`config.mk`:
```
export PLATFORM = sky130hd
export DESIGN_NAME = two_class_priority_queue_dispatcher
export DESIGN_NICKNAME = d
export VERILOG_FILES = /design/src/rtl/core/tcpqd_pkg.sv /design/src/rtl/core/tcpqd_ctrl.sv /design/src/rtl/core/tcpqd_dp.sv /design/src/rtl/core/two_class_priority_queue_dispatcher.sv
export SDC_FILE = /design/constraint.sdc
export NUM_CORES = 1
export LEC_CHECK = 0
export BUFFER_PORTS_ARGS = -buffer_cell sky130_fd_sc_hd__buf_2
export CORE_MARGIN = 5
export CORE_UTILIZATION = 62
export DETAILED_ROUTE_END_ITERATION = 8
export PLACE_DENSITY = 0.77
export SYNTH_ARGS = -nofsm -noshare
export SYNTH_HDL_FRONTEND = slang
export SYNTH_SLANG_ARGS = --single-unit
```
`constraint.sdc`:
```
create_clock -name clk -period 4.5 [get_ports clk]
set_clock_uncertainty 0.15 [all_clocks]
set_input_delay 0.675 -clock clk [delete_from_list [all_inputs] [get_ports clk]]
set_output_delay 0.675 -clock clk [all_outputs]
set_load 0.02 [all_outputs]
```
`src/rtl/core/tcpqd_pkg.sv`:
```
// ----------------------------------------------------------------------------
// tcpqd_pkg
// shared types, widths and codes of the two-class priority queue dispatcher
// ----------------------------------------------------------------------------
package tcpqd_pkg;

    localparam int QUEUE_DEPTH = 16;
    localparam int PTR_W       = $clog2(QUEUE_DEPTH);
    localparam int CNT_W       = 5;
    localparam int TAG_W       = 16;
    localparam int MARK_W      = 5;
    localparam int REG_IDX_W   = 1;
    localparam int CMD_W       = 2;

    // register indexes
    localparam logic [REG_IDX_W-1:0] REG_LOW_MARK  = 1'b0;
    localparam logic [REG_IDX_W-1:0] REG_HIGH_MARK = 1'b1;

    localparam logic [MARK_W-1:0] LOW_MARK_RST  = 5'd8;
    localparam logic [MARK_W-1:0] HIGH_MARK_RST = 5'd15;

    // item modes
    localparam logic MODE_ENQ  = 1'b0;
    localparam logic MODE_DISP = 1'b1;

    // extra server commands
    localparam logic [CMD_W-1:0] SRV_NONE  = 2'd0;
    localparam logic [CMD_W-1:0] SRV_START = 2'd1;
    localparam logic [CMD_W-1:0] SRV_STOP  = 2'd2;

    typedef struct packed {
        logic load_in;
        logic exec;
    } tcpqd_cmd_t;

    typedef struct packed {
        logic out_valid;
    } tcpqd_status_t;

    function automatic logic [PTR_W-1:0] next_ptr(input logic [PTR_W-1:0] p);
        return (p == PTR_W'(QUEUE_DEPTH - 1)) ? '0 : p + 1'b1;
    endfunction

endpackage

```
`src/rtl/core/tcpqd_ctrl.sv`:
```
// ----------------------------------------------------------------------------
// tcpqd_ctrl
// sequencer: captures one item, then runs its queue update once the
// result register is free
// ----------------------------------------------------------------------------
module tcpqd_ctrl (
    input  logic                     clk,
    input  logic                     rst_n,
    input  logic                     in_valid,
    output logic                     in_ready,
    input  logic                     out_ready,
    input  tcpqd_pkg::tcpqd_status_t status,
    output tcpqd_pkg::tcpqd_cmd_t    cmd
);

    localparam logic ST_IDLE = 1'b0;
    localparam logic ST_EXEC = 1'b1;

    logic state_reg;
    logic state_next;
    logic out_free;

    assign out_free = !status.out_valid || out_ready;

    always_comb
    begin
        state_next  = state_reg;
        in_ready    = 1'b0;
        cmd.load_in = 1'b0;
        cmd.exec    = 1'b0;
        case (state_reg)
            ST_IDLE:
            begin
                in_ready = 1'b1;
                if (in_valid)
                begin
                    cmd.load_in = 1'b1;
                    state_next  = ST_EXEC;
                end
            end
            ST_EXEC:
            begin
                if (out_free)
                begin
                    cmd.exec   = 1'b1;
                    state_next = ST_IDLE;
                end
            end
            default:
            begin
                state_next = ST_IDLE;
            end
        endcase
    end

    always_ff @(posedge clk or negedge rst_n)
    begin
        if (!rst_n)
        begin
            state_reg <= ST_IDLE;
        end
        else
        begin
            state_reg <= state_next;
        end
    end

endmodule

```
`src/rtl/core/tcpqd_dp.sv`:
```
// ----------------------------------------------------------------------------
// tcpqd_dp
// datapath: two circular tag queues, mark registers, hysteresis and the
// result register
// ----------------------------------------------------------------------------
module tcpqd_dp (
    input  logic                                clk,
    input  logic                                rst_n,
    input  tcpqd_pkg::tcpqd_cmd_t               cmd,
    output tcpqd_pkg::tcpqd_status_t            status,
    input  logic                                cfg_we,
    input  logic [tcpqd_pkg::REG_IDX_W-1:0]     cfg_index,
    input  logic [tcpqd_pkg::MARK_W-1:0]        cfg_data,
    input  logic                                mode,
    input  logic                                is_priority,
    input  logic [tcpqd_pkg::TAG_W-1:0]         request_tag,
    input  logic                                out_ready,
    output logic                                out_valid,
    output logic                                accepted,
    output logic                                dropped,
    output logic                                popped_valid,
    output logic [tcpqd_pkg::TAG_W-1:0]         popped_tag,
    output logic                                popped_priority,
    output logic [tcpqd_pkg::CMD_W-1:0]         server_command,
    output logic [tcpqd_pkg::CNT_W-1:0]         priority_occupancy,
    output logic [tcpqd_pkg::CNT_W-1:0]         normal_occupancy
);

    // queue storage
    logic [tcpqd_pkg::TAG_W-1:0] p_store [tcpqd_pkg::QUEUE_DEPTH];
    logic [tcpqd_pkg::TAG_W-1:0] n_store [tcpqd_pkg::QUEUE_DEPTH];
    logic [tcpqd_pkg::TAG_W-1:0] p_rd_reg;
    logic [tcpqd_pkg::TAG_W-1:0] n_rd_reg;
    logic                        p_we;
    logic                        n_we;

    // captured item
    logic                        mode_reg;
    logic                        cls_reg;
    logic [tcpqd_pkg::TAG_W-1:0] tag_reg;

    // queue control
    logic [tcpqd_pkg::PTR_W-1:0] p_head_reg, p_head_next;
    logic [tcpqd_pkg::PTR_W-1:0] p_tail_reg, p_tail_next;
    logic [tcpqd_pkg::CNT_W-1:0] p_cnt_reg, p_cnt_next;
    logic [tcpqd_pkg::PTR_W-1:0] n_head_reg, n_head_next;
    logic [tcpqd_pkg::PTR_W-1:0] n_tail_reg, n_tail_next;
    logic [tcpqd_pkg::CNT_W-1:0] n_cnt_reg, n_cnt_next;
    logic                        extra_active_reg, extra_active_next;
    logic                        extra_owner_reg, extra_owner_next;
    logic [tcpqd_pkg::MARK_W-1:0] low_mark_reg;
    logic [tcpqd_pkg::MARK_W-1:0] high_mark_reg;

    // result
    logic                        out_valid_reg, out_valid_next;
    logic                        acc_reg, acc_next;
    logic                        drop_reg, drop_next;
    logic                        pv_reg, pv_next;
    logic [tcpqd_pkg::TAG_W-1:0] ptag_reg, ptag_next;
    logic                        pprio_reg, pprio_next;
    logic [tcpqd_pkg::CMD_W-1:0] scmd_reg, scmd_next;
    logic [tcpqd_pkg::CNT_W-1:0] pocc_reg;
    logic [tcpqd_pkg::CNT_W-1:0] nocc_reg;

    logic                        p_full, p_empty, n_full, n_empty;
    logic [tcpqd_pkg::CNT_W-1:0] owner_cnt;

    assign p_full  = (p_cnt_reg == tcpqd_pkg::CNT_W'(tcpqd_pkg::QUEUE_DEPTH));
    assign n_full  = (n_cnt_reg == tcpqd_pkg::CNT_W'(tcpqd_pkg::QUEUE_DEPTH));
    assign p_empty = (p_cnt_reg == '0);
    assign n_empty = (n_cnt_reg == '0);

    always_comb
    begin
        p_head_next       = p_head_reg;
        p_tail_next       = p_tail_reg;
        p_cnt_next        = p_cnt_reg;
        n_head_next       = n_head_reg;
        n_tail_next       = n_tail_reg;
        n_cnt_next        = n_cnt_reg;
        extra_active_next = extra_active_reg;
        extra_owner_next  = extra_owner_reg;
        p_we              = 1'b0;
        n_we              = 1'b0;
        acc_next          = 1'b0;
        drop_next         = 1'b0;
        pv_next           = 1'b0;
        ptag_next         = '0;
        pprio_next        = 1'b0;
        scmd_next         = tcpqd_pkg::SRV_NONE;
        owner_cnt         = '0;
        if (cmd.exec)
        begin
            if (mode_reg == tcpqd_pkg::MODE_ENQ)
            begin
                if (cls_reg)
                begin
                    if (p_full)
                    begin
                        drop_next = 1'b1;
                    end
                    else
                    begin
                        p_we        = 1'b1;
                        p_tail_next = tcpqd_pkg::next_ptr(p_tail_reg);
                        p_cnt_next  = p_cnt_reg + 1'b1;
                        acc_next    = 1'b1;
                    end
                end
                else
                begin
                    if (n_full)
                    begin
                        drop_next = 1'b1;
                    end
                    else
                    begin
                        n_we        = 1'b1;
                        n_tail_next = tcpqd_pkg::next_ptr(n_tail_reg);
                        n_cnt_next  = n_cnt_reg + 1'b1;
                        acc_next    = 1'b1;
                    end
                end
            end
            else if (!p_empty || !n_empty)
            begin
                // strict priority pop
                if (!p_empty)
                begin
                    ptag_next   = p_rd_reg;
                    p_head_next = tcpqd_pkg::next_ptr(p_head_reg);
                    p_cnt_next  = p_cnt_reg - 1'b1;
                    pprio_next  = 1'b1;
                end
                else
                begin
                    ptag_next   = n_rd_reg;
                    n_head_next = tcpqd_pkg::next_ptr(n_head_reg);
                    n_cnt_next  = n_cnt_reg - 1'b1;
                end
                pv_next = 1'b1;

                // hysteresis on the post-pop counts
                owner_cnt = extra_owner_reg ? p_cnt_next : n_cnt_next;
                if (extra_active_reg)
                begin
                    if (owner_cnt <= low_mark_reg)
                    begin
                        extra_active_next = 1'b0;
                        scmd_next         = tcpqd_pkg::SRV_STOP;
                    end
                end
                else if (p_cnt_next >= high_mark_reg)
                begin
                    extra_active_next = 1'b1;
                    extra_owner_next  = 1'b1;
                    scmd_next         = tcpqd_pkg::SRV_START;
                end
                else if (n_cnt_next >= high_mark_reg)
                begin
                    extra_active_next = 1'b1;
                    extra_owner_next  = 1'b0;
                    scmd_next         = tcpqd_pkg::SRV_START;
                end
            end
        end
    end

    always_comb
    begin
        if (cmd.exec)
        begin
            out_valid_next = 1'b1;
        end
        else if (out_ready)
        begin
            out_valid_next = 1'b0;
        end
        else
        begin
            out_valid_next = out_valid_reg;
        end
    end

    // tag memories, registered read at the heads
    always_ff @(posedge clk)
    begin
        if (p_we)
        begin
            p_store[p_tail_reg] <= tag_reg;
        end
        p_rd_reg <= p_store[p_head_reg];
    end

    always_ff @(posedge clk)
    begin
        if (n_we)
        begin
            n_store[n_tail_reg] <= tag_reg;
        end
        n_rd_reg <= n_store[n_head_reg];
    end

    // item and result payload
    always_ff @(posedge clk)
    begin
        if (cmd.load_in)
        begin
            mode_reg <= mode;
            cls_reg  <= is_priority;
            tag_reg  <= request_tag;
        end
        if (cmd.exec)
        begin
            acc_reg   <= acc_next;
            drop_reg  <= drop_next;
            pv_reg    <= pv_next;
            ptag_reg  <= ptag_next;
            pprio_reg <= pprio_next;
            scmd_reg  <= scmd_next;
            pocc_reg  <= p_cnt_next;
            nocc_reg  <= n_cnt_next;
        end
    end

    always_ff @(posedge clk or negedge rst_n)
    begin
        if (!rst_n)
        begin
            p_head_reg       <= '0;
            p_tail_reg       <= '0;
            p_cnt_reg        <= '0;
            n_head_reg       <= '0;
            n_tail_reg       <= '0;
            n_cnt_reg        <= '0;
            extra_active_reg <= 1'b0;
            extra_owner_reg  <= 1'b0;
            out_valid_reg    <= 1'b0;
            low_mark_reg     <= tcpqd_pkg::LOW_MARK_RST;
            high_mark_reg    <= tcpqd_pkg::HIGH_MARK_RST;
        end
        else
        begin
            p_head_reg       <= p_head_next;
            p_tail_reg       <= p_tail_next;
            p_cnt_reg        <= p_cnt_next;
            n_head_reg       <= n_head_next;
            n_tail_reg       <= n_tail_next;
            n_cnt_reg        <= n_cnt_next;
            extra_active_reg <= extra_active_next;
            extra_owner_reg  <= extra_owner_next;
            out_valid_reg    <= out_valid_next;
            if (cfg_we)
            begin
                case (cfg_index)
                    tcpqd_pkg::REG_LOW_MARK:  low_mark_reg  <= cfg_data;
                    tcpqd_pkg::REG_HIGH_MARK: high_mark_reg <= cfg_data;
                    default:                  low_mark_reg  <= low_mark_reg;
                endcase
            end
        end
    end

    assign status.out_valid   = out_valid_reg;
    assign out_valid          = out_valid_reg;
    assign accepted           = acc_reg;
    assign dropped            = drop_reg;
    assign popped_valid       = pv_reg;
    assign popped_tag         = ptag_reg;
    assign popped_priority    = pprio_reg;
    assign server_command     = scmd_reg;
    assign priority_occupancy = pocc_reg;
    assign normal_occupancy   = nocc_reg;

endmodule

```
`src/rtl/core/two_class_priority_queue_dispatcher.sv`:
```
// ----------------------------------------------------------------------------
// two_class_priority_queue_dispatcher
// strict-priority dual tag queue with a hysteresis-controlled extra server
// ----------------------------------------------------------------------------
// Each input beat either enqueues a tag (mode 0) into the priority or normal
// queue, 16 entries each, or dispatches (mode 1) the oldest tag of the
// priority queue, falling back to the normal queue; every beat yields exactly
// one result beat. An item is first captured while the queue-head memories
// present their registered read data; once the result register is free, the
// pointers, counts and hysteresis state are updated and the result register
// is loaded. The next item is taken while a finished result still waits on
// out_ready, but the block holds only one item in flight at a time.
// After each successful pop, with no extra server running, a queue at or
// above high_mark (priority checked first) starts one and becomes its owner;
// with one running, the owner queue at or below low_mark stops it. The user
// is to write the marks (index 0 low_mark, index 1 high_mark) only while the
// block is idle; the block does not check it. There is no clearing pass after reset.
// ----------------------------------------------------------------------------
module two_class_priority_queue_dispatcher (
    input  logic                            clk,
    input  logic                            rst_n,
    // configuration writes
    input  logic                            cfg_we,
    input  logic [tcpqd_pkg::REG_IDX_W-1:0] cfg_index,
    input  logic [tcpqd_pkg::MARK_W-1:0]    cfg_data,
    // item channel
    input  logic                            in_valid,
    output logic                            in_ready,
    input  logic                            mode,
    input  logic                            is_priority,
    input  logic [tcpqd_pkg::TAG_W-1:0]     request_tag,
    // result channel
    output logic                            out_valid,
    input  logic                            out_ready,
    output logic                            accepted,
    output logic                            dropped,
    output logic                            popped_valid,
    output logic [tcpqd_pkg::TAG_W-1:0]     popped_tag,
    output logic                            popped_priority,
    output logic [tcpqd_pkg::CMD_W-1:0]     server_command,
    output logic [tcpqd_pkg::CNT_W-1:0]     priority_occupancy,
    output logic [tcpqd_pkg::CNT_W-1:0]     normal_occupancy
);

    // command and status between sequencer and datapath
    tcpqd_pkg::tcpqd_cmd_t    ctrl_cmd;
    tcpqd_pkg::tcpqd_status_t dp_status;

    // sequencer: idle -> capture beat -> execute when result slot frees
    tcpqd_ctrl u_ctrl (
        .clk       (clk),
        .rst_n     (rst_n),
        .in_valid  (in_valid),
        .in_ready  (in_ready),
        .out_ready (out_ready),
        .status    (dp_status),
        .cmd       (ctrl_cmd)
    );

    // queues, marks, hysteresis and result register
    tcpqd_dp u_dp (
        .clk                (clk),
        .rst_n              (rst_n),
        .cmd                (ctrl_cmd),
        .status             (dp_status),
        .cfg_we             (cfg_we),
        .cfg_index          (cfg_index),
        .cfg_data           (cfg_data),
        .mode               (mode),
        .is_priority        (is_priority),
        .request_tag        (request_tag),
        .out_ready          (out_ready),
        .out_valid          (out_valid),
        .accepted           (accepted),
        .dropped            (dropped),
        .popped_valid       (popped_valid),
        .popped_tag         (popped_tag),
        .popped_priority    (popped_priority),
        .server_command     (server_command),
        .priority_occupancy (priority_occupancy),
        .normal_occupancy   (normal_occupancy)
    );

`ifndef SYNTH
    // one item in flight: an accepted beat closes the input until it executes
    a_one_in_flight: assert property (@(posedge clk) disable iff (!rst_n)
        (in_valid && in_ready) |=> !in_ready)
        else $error("input taken while an item is still in flight");

    // an enqueue result and a dispatch result never mix
    a_result_kind: assert property (@(posedge clk) disable iff (!rst_n)
        (out_valid && popped_valid) |-> (!accepted && !dropped))
        else $error("dispatch result carries enqueue flags");

    // server start or stop only follows a successful pop
    a_cmd_needs_pop: assert property (@(posedge clk) disable iff (!rst_n)
        (out_valid && server_command != tcpqd_pkg::SRV_NONE) |-> popped_valid)
        else $error("server command without a pop");

    // occupancies never pass the queue depth
    a_occ_bound: assert property (@(posedge clk) disable iff (!rst_n)
        out_valid |->
            (priority_occupancy <= tcpqd_pkg::CNT_W'(tcpqd_pkg::QUEUE_DEPTH)
             && normal_occupancy <= tcpqd_pkg::CNT_W'(tcpqd_pkg::QUEUE_DEPTH)))
        else $error("queue occupancy above depth");
`endif

endmodule

```
==> results of run 1 <==
[worst max-delay path by stage]
stage                                           start                                 to  cells past startpoint
final                     u_dp.p_cnt_reg[0]$_DFF_PN0_  u_dp.extra_active_reg$_DFFE_PN0P_                     12
after global routing      u_dp.p_cnt_reg[0]$_DFF_PN0_  u_dp.extra_active_reg$_DFFE_PN0P_                     12
after CTS                 u_dp.p_cnt_reg[0]$_DFF_PN0_  u_dp.extra_active_reg$_DFFE_PN0P_                     12
after detailed placement  u_dp.p_cnt_reg[0]$_DFF_PN0_  u_dp.extra_active_reg$_DFFE_PN0P_                     12
after global placement    u_dp.p_cnt_reg[0]$_DFF_PN0_  u_dp.extra_active_reg$_DFFE_PN0P_                     12
after floorplan           u_dp.p_cnt_reg[0]$_DFF_PN0_       u_dp.p_store[2][0]$_DFFE_PP_                      8
[synth_stat cells (all sizes together) (2+ instances only)]
cell,instances
edfxtp,562
a21oi,68
mux2i,64
a211oi,18
mux4,96
nand3b,2
a22oi,18
a311oi,2
nand4,4
o21ai,54
nand3,9
nor2b,22
a221oi,17
nor3b,5
nor4b,4
and2,18
nand2,77
dfxtp,32
o22ai,2
inv,21
mux2,31
buf,40
nor2,28
a31oi,2
dfstp,5
a21o,7
nand4b,2
dfrtp,35
nor4,2
ha,29
nand2b,5
nor3,14
o31ai,3
and3,2
clkbuf,36
xnor2,12
[cell families (layout without fill, tap and decap cells)]
| kind of cell | count (synthesis) | in the layout | synth area share |
|---|---|---|---|
| flip-flops | 634 | 634 | 0.746 |
| AO/OA/AOI/OAI | 198 | 198 | 0.0489 |
| AND/OR/NAND/NOR | 196 | 196 | 0.0408 |
| multiplexers | 191 | 191 | 0.127 |
| buffers and inverters | 98 | 238 | 0.0173 |
| adder cells (fa/ha/maj) | 29 | 29 | 0.0146 |
| XOR/XNOR | 13 | 13 | 0.00489 |
[layer usage]
metal  wire length [microns]  vias to the layer above
li1                        -                     5566
met1                   21400                     6501
met2                   24600                      646
met3                    5580                       78
met4                    1260                        0
met5                       0                        -
[power groups by stage]
| stage | combinational (W) | sequential, W | clock, W |
|---|---|---|---|
| after floorplan | 0.00312 | 0.00776 | 0 |
| after global placement | 0.00406 | 0.00815 | 0 |
| after detailed placement | 0.00412 | 0.00819 | 0 |
| after CTS | 0.00418 | 0.00808 | 0.00514 |
| after global routing | 0.00453 | 0.00817 | 0.00538 |
| final | 0.00419 | 0.00808 | 0.00508 |
[cell type report]
class                      count  area [sq um]
sequential                   634         18500
fill                        2384         11800
multi-input combinational    627          5890
clock buffer                  88          1720
tap                          525           657
timing repair buffer         102           636
clock inverter                26           292
inverter                      22          82.6
[metrics by stage]
step                 util  hold slack, ns  power, W  area, sq um  std cells
floorplan               -           0.229    0.0109        24800       1359
CTS                 0.702          0.0696    0.0174        27800       2024
global route        0.702          0.0788    0.0181        27800       2024
finish              0.702          0.0987    0.0173        27800       2024
global placement    0.651           0.347    0.0122        25800       1910
detailed placement  0.651           0.349    0.0123        25800       1910
==> implementation parameters, run 1 <==
Parameter                              Value

Worst setup path
  Worst setup SP type    register
  Cell breakdown of the critical path    inv_1 -> ha_1 -> or4b_1 -> nor4_4 -> xor2_2 -> mux2_1 -> ha_1 -> o21ai_0 -> a21oi_1 -> o31a_1 -> o31ai_1 -> o41ai_1
  Largest delay contributor family on the critical path    simple AND/OR/NAND/NOR gates
  Critical path class    reg2reg
  Slowest stage delay, CP    0.91 ns
  Worst Path Max Fanout    26
  Dominant cell type by count on the critical path    ha_1
  Worst path required time    4.80 ns
  Slowest CP cell    or4b_1
  Capture instance of the worst register-to-register path    u_dp.extra_active_reg$_DFFE_PN0P_
  Setup slack on the worst flop-to-flop path    0.59 ns
  Kind of end point of the critical path    register
  Crit path buffers/inverters    1
  Count of cells along the worst register-to-register path    12
  CP arrival    4.21 ns
  Source of the worst register-to-register timing path    u_dp.p_cnt_reg[0]$_DFF_PN0_

Route
  DR WL/cell    26.1 microns
  Initial DRT Pass Iterations    7
  Remaining antenna violation count after routing    0
  Total wire length after detailed routing    52,800 microns
  Routed via count divided by cell count    approximately 6.3
  Number of vias after detailed routing    around 13,000
  Number of design rule violations left after detail routing    0
  Initial DRC count    1,732

Timing
  Total negative slack    0 ns
  # setup viols final    0
  Worst slew margin relative to its limit    0.0821
  Highest clock rate    roughly 260 MHz
  Setup repair after global routing missed its margin    false
  Final hold viol count    0
  Slack of the critical path    0.592 ns
  Worst Tran Pin Value    1.38 ns
  Final period demand of the worst path    3.91 ns
  Crit share post-route    0.868
  Final count of pins violating max slew    0

CTS
  Library cell used as clock root buffer    clkbuf_16
  Sinks on the clock net    between 600 and 700
  Maximum root-to-sink buffer count    3
  Depth of the CTS H-tree    2
  Clock slew at reported path FFs    0.06 ns
  Clock tree from TritonCTS    yes
  Number of post-CTS setup repair buffers    0
  Post-CTS Resized    0
  Hold buffer count at CTS    0
  CTS buffer count    60
  Clock insertion delay at the later pin of the skew report    0.60 ns

Synth
  Count of distinct cell types in the synthesized netlist    57
  Net count after synthesis    between 1,000 and 1,500
  FFs w/ async S/R, synth    0.0631
  Number of synthesized flops with an enable pin    562
  Post-synthesis cell count    roughly 1,400
  Cell accounting for the most synthesized area    edfxtp_1
  Most used flip-flop cell after synthesis    edfxtp_1
  FF+latch count, synth    634
  Portion of synthesized cell area occupied by the leading cell type    0.680
  Synthesized area per cell    18.3 sq um
  Biggest area contributors in the synthesized netlist    edfxtp_1 68%, mux4_2 8.7%, dfrtp_1 3.5%, dfxtp_1 2.6%, mux2i_1 2.6%
  Post-synthesis instance area    24,800 sq um
  Syn. warnings    0
  Share of synthesized area occupied by flip-flops and latches    0.746

Final layout
  Largest registers in the final layout    u_dp.n_store x256, u_dp.p_store x256
  Number of nets in the finished design    1,505
  Most common library cell in the layout ignoring fill and taps    edfxtp_1
  Layout overhead on the synthesized area    12.1%
  Fraction of layout instances using a drive strength above 1    0.226
  Number of antenna diodes    0
  Top library cells by usage in the layout, fill and taps aside    562 x edfxtp_1, 96 x mux4_2, 77 x nand2_1, 67 x a21oi_1, 64 x mux2i_1

Run
  Max Cap Viol    0

Min path
  Worst hold path startpoint    request_tag[1]
  Hold WC Path Type    in2reg
  Hold-critical path endpoint    u_dp.tag_reg[1]$_DFFE_PP_
  Worst Hold Depth    1

GRT
  Total global routing track utilization    0.241
  Pin count of the biggest net entering global routing    69
  Number of antenna violations at the first check in global routing    2
  GR Layer Usage met3    0.0604
  Grt met1 use    0.360
  Total gr overflow    0
  Highest-utilization routing layer at the global route stage    met2
  Global-route wire length before repair    80,100 microns
  Via count of the first global-routing pass    between 10,000 and 15,000
  GR Layer Usage met2    0.368

Placement
  Quantity of I/O buffers inserted on ports    62
  DP Wirelength    31,000 microns
  Pre-CTS setup slack    0.642 ns
  Global placer's final weighted congestion    between 0.8 and 0.9

Die
  Area of the core region    approximately 40,000 sq um
  Floorplan die area    roughly 44,000 sq um
  Number of I/O pins    63
  Starting density of the core    0.626
  Die outline width    210 microns
  Std-Cell Rows    73
  Die Y    210 microns

Pwr
  Internal Power    0.0121 W
  Maximum vdd ir drop    0.450 mV
  Leakage    9.32 nW
  Power density over the cells    624 nW/um^2
  Proportion of power drawn by flip-flops and latches    0.466
  Clk pwr share    0.293
  Combinational fraction of design power    0.241
  Switch share    0.305
  Power dissipated by switching net loads    0.00530 W

Run status
  Run status    completed
(Power assumes the default switching activity.)
==> inputs of run 2 (changes only) <==
- CORE_UTILIZATION: 62 -> 64
- CTS_BUF_LIST: unset -> sky130_fd_sc_hd__clkbuf_8
- PLACE_DENSITY: 0.77 -> 0.79
==> run 2 against run 1 <==
Against the previous run: sequential share of layout area is 0.53 points higher; combinational power is 5% higher; wire length up 0.12%; via count increased by 1.6%; final cell count increased by 3.1%; count of clock-buffer cells in the layout grew 16; non-clock buffer count is 8 higher; register-to-register slack improved by 0.42 ns; critical path type unchanged; sequential cell count unchanged.
==> implementation parameters, run 2 (synthesized netlist as in run 1, its figures left out) <==
Parameter                              Value

Run status
  Run status    completed

Final layout
  Top library cells by usage in the layout, fill and taps aside    562 x edfxtp_1, 104 x clkbuf_8, 96 x mux4_2, 77 x nand2_1, 67 x a21oi_1
  # fillers    2,297 (-3.6%)
  Final Core Density    0.717 (+0.0156)
  Fraction of layout instances using a drive strength above 1    0.239 (+0.0130)
  Finished layout cell area    27,600 sq um (-0.80%)
  Number of nets in the finished design    1,550 (+3.0%)
  Most common library cell in the layout ignoring fill and taps    edfxtp_1
  Number of antenna diodes    0 (unchanged)
  Layout overhead on the synthesized area    11.2%
  Largest registers in the final layout    u_dp.n_store x256, u_dp.p_store x256

Pwr
  Power density over the cells    603 nW/um^2 (-3.3%)
  Leakage    9.38 nW (+0.71%)
  Proportion of power drawn by flip-flops and latches    0.476 (+0.010)
  Power dissipated by switching net loads    0.00539 W (+1.8%)
  Internal Power    0.0112 W (-6.7%)
  Clk pwr share    0.259 (-0.034)
  Switch share    0.324 (+0.0187)
  Combinational fraction of design power    0.264 (+0.023)
  Maximum vdd ir drop    0.330 mV (-27%)

GRT
  Via count of the first global-routing pass    13,000 (-0.26%)
  Pin count of the biggest net entering global routing    57 (-17%)
  Total global routing track utilization    0.256 (+0.0146)
  Total gr overflow    0 (unchanged)
  Number of antenna violations at the first check in global routing    0 (-2)
  Global-route wire length before repair    80,300 microns (+0.28%)

CTS
  Maximum root-to-sink buffer count    3 (unchanged)
  Clock slew at reported path FFs    0.06 ns (about the same)
  Clock insertion delay at the later pin of the skew report    0.66 ns (+0.06 ns)
  Depth of the CTS H-tree    3 (+1)
  CTS buffer count    97 (+62%)
  Hold buffer count at CTS    1 (+1)
  Clock tree from TritonCTS    yes
  Library cell used as clock root buffer    clkbuf_8
  Sinks on the clock net    634 (unchanged)
  Post-CTS Resized    0 (unchanged)
  Number of post-CTS setup repair buffers    0 (unchanged)

Timing
  Worst hold-check slack    0.0290 ns (-0.0696 ns)
  Setup repair after global routing missed its margin    false
  # setup viols final    0 (unchanged)
  Crit share post-route    0.776 (-0.0925)
  Final hold viol count    0 (unchanged)
  Worst slew margin relative to its limit    0.113 (+0.0312)
  Total negative slack    0 ns (unchanged)
  Final count of pins violating max slew    0 (unchanged)
  Slack of the critical path    1.01 ns (+0.416 ns)
  Worst Tran Pin Value    1.33 ns (-0.0468 ns)
  Highest clock rate    286 MHz (+12%)
  Final period demand of the worst path    3.49 ns (-0.416 ns)

Die
  Number of I/O pins    63 (unchanged)
  Area of the core region    38,500 sq um (-3.0%)
  Die outline width    207 microns (-1.5%)
  Starting density of the core    0.645 (+0.0191)
  Die Y    207 microns (-1.5%)
  Std-Cell Rows    72 (-1.4%)
  Floorplan die area    42,800 sq um (-3.0%)

Route
  Initial DRT Pass Iterations    5 (-2)
  Number of design rule violations left after detail routing    0 (unchanged)
  Total wire length after detailed routing    52,900 microns (+0.12%)
  Initial DRC count    1,674 (-3.3%)
  DR WL/cell    25.4 microns (-2.9%)
  Remaining antenna violation count after routing    0 (unchanged)
  Routed via count divided by cell count    6.23 (-1.4%)
  Number of vias after detailed routing    13,000 (+1.6%)

Run
  Max Cap Viol    0 (unchanged)

Placement
  Global placer's final weighted congestion    0.882 (+2.9%)
  Pre-CTS setup slack    1.06 ns (+0.415 ns)
  Placement-stage cell area    25,800 sq um (about the same)
  DP Wirelength    32,900 microns (+6.2%)
  Quantity of I/O buffers inserted on ports    62 (unchanged)

Min path
  Hold WC Path Type    in2async

Worst setup path
  Kind of end point of the critical path    register
  Worst setup SP type    register
  CP arrival    3.61 ns (-0.60 ns)
  Worst Path Max Fanout    16 (-38%)
  Worst path required time    4.62 ns (-0.18 ns)
  Critical path class    reg2reg
-- run 2: per-layer routing --
metal / GRT usage / part of all wire / vias to the layer above / wire length, microns
li1: - / - / 5665 / -
met1: 0.389 / 0.41 / 6558 / 21800
met2: 0.368 / 0.45 / 695 / 23900
met3: 0.0759 / 0.11 / 83 / 6030
met4: 0.0779 / 0.022 / 0 / 1170
met5: 0 / 0 / - / 0
-- run 2: through the flow --
stage               power (W)  instances
floorplan              0.0109       1359
global placement       0.0123       1910
detailed placement     0.0124       1910
CTS                    0.0167       2086
global route           0.0175       2086
finish                 0.0166       2086
-- run 2: critical path, cell delays in order (launching register included) --
cell and delay (ns):
dfrtp_1 0.50, inv_1 0.08, ha_1 0.23, nor3b_1 0.18, a21oi_2 0.15, buf_4 0.16
nand3_1 0.39, nor3b_1 0.53, and2_1 0.73
-- run 2: path summary, 6_finish.rpt --
kind                                                    from                                end  slack [ns]  depth (start not counted)
max                              u_dp.n_cnt_reg[0]$_DFF_PN0_       u_dp.n_store[7][2]$_DFFE_PP_        1.01                          8
min                                                    rst_n   u_dp.low_mark_reg[4]$_DFFE_PN0P_        0.03                          1
max reg2reg                      u_dp.n_cnt_reg[0]$_DFF_PN0_       u_dp.n_store[7][2]$_DFFE_PP_        1.01                          8
min reg2reg                u_dp.high_mark_reg[4]$_DFFE_PN0P_  u_dp.high_mark_reg[4]$_DFFE_PN0P_        0.36                          1
max in group asynchronous                              rst_n     u_dp.p_head_reg[0]$_DFFE_PN0P_        3.44                          1
min in group clk                              request_tag[8]          u_dp.tag_reg[8]$_DFFE_PP_        0.05                          1
-- run 2: cell type report --
| type | instances | area [sq um] | area share |
|---|---|---|---|
| Tap cell | 518 | 648 | 0.0235 |
| Timing Repair Buffer | 110 | 673 | 0.0244 |
| Multi-Input combinational cell | 627 | 5890 | 0.214 |
| Sequential cell | 634 | 18500 | 0.672 |
| Inverter | 22 | 82.6 | 0.00299 |
| Clock inverter | 71 | 329 | 0.0119 |
| Clock buffer | 104 | 1430 | 0.0519 |
-- run 2: power by group through the flow --
stage          logic (W)  clock network (W)  registers (W)
2_1_floorplan    0.00312                  0        0.00776
6_report         0.00439            0.00432        0.00793
3_3_place_gp     0.00426                  0        0.00801
3_5_place_dp     0.00436                  0        0.00803
5_1_grt          0.00476            0.00470        0.00801
4_1_cts          0.00439            0.00439        0.00792
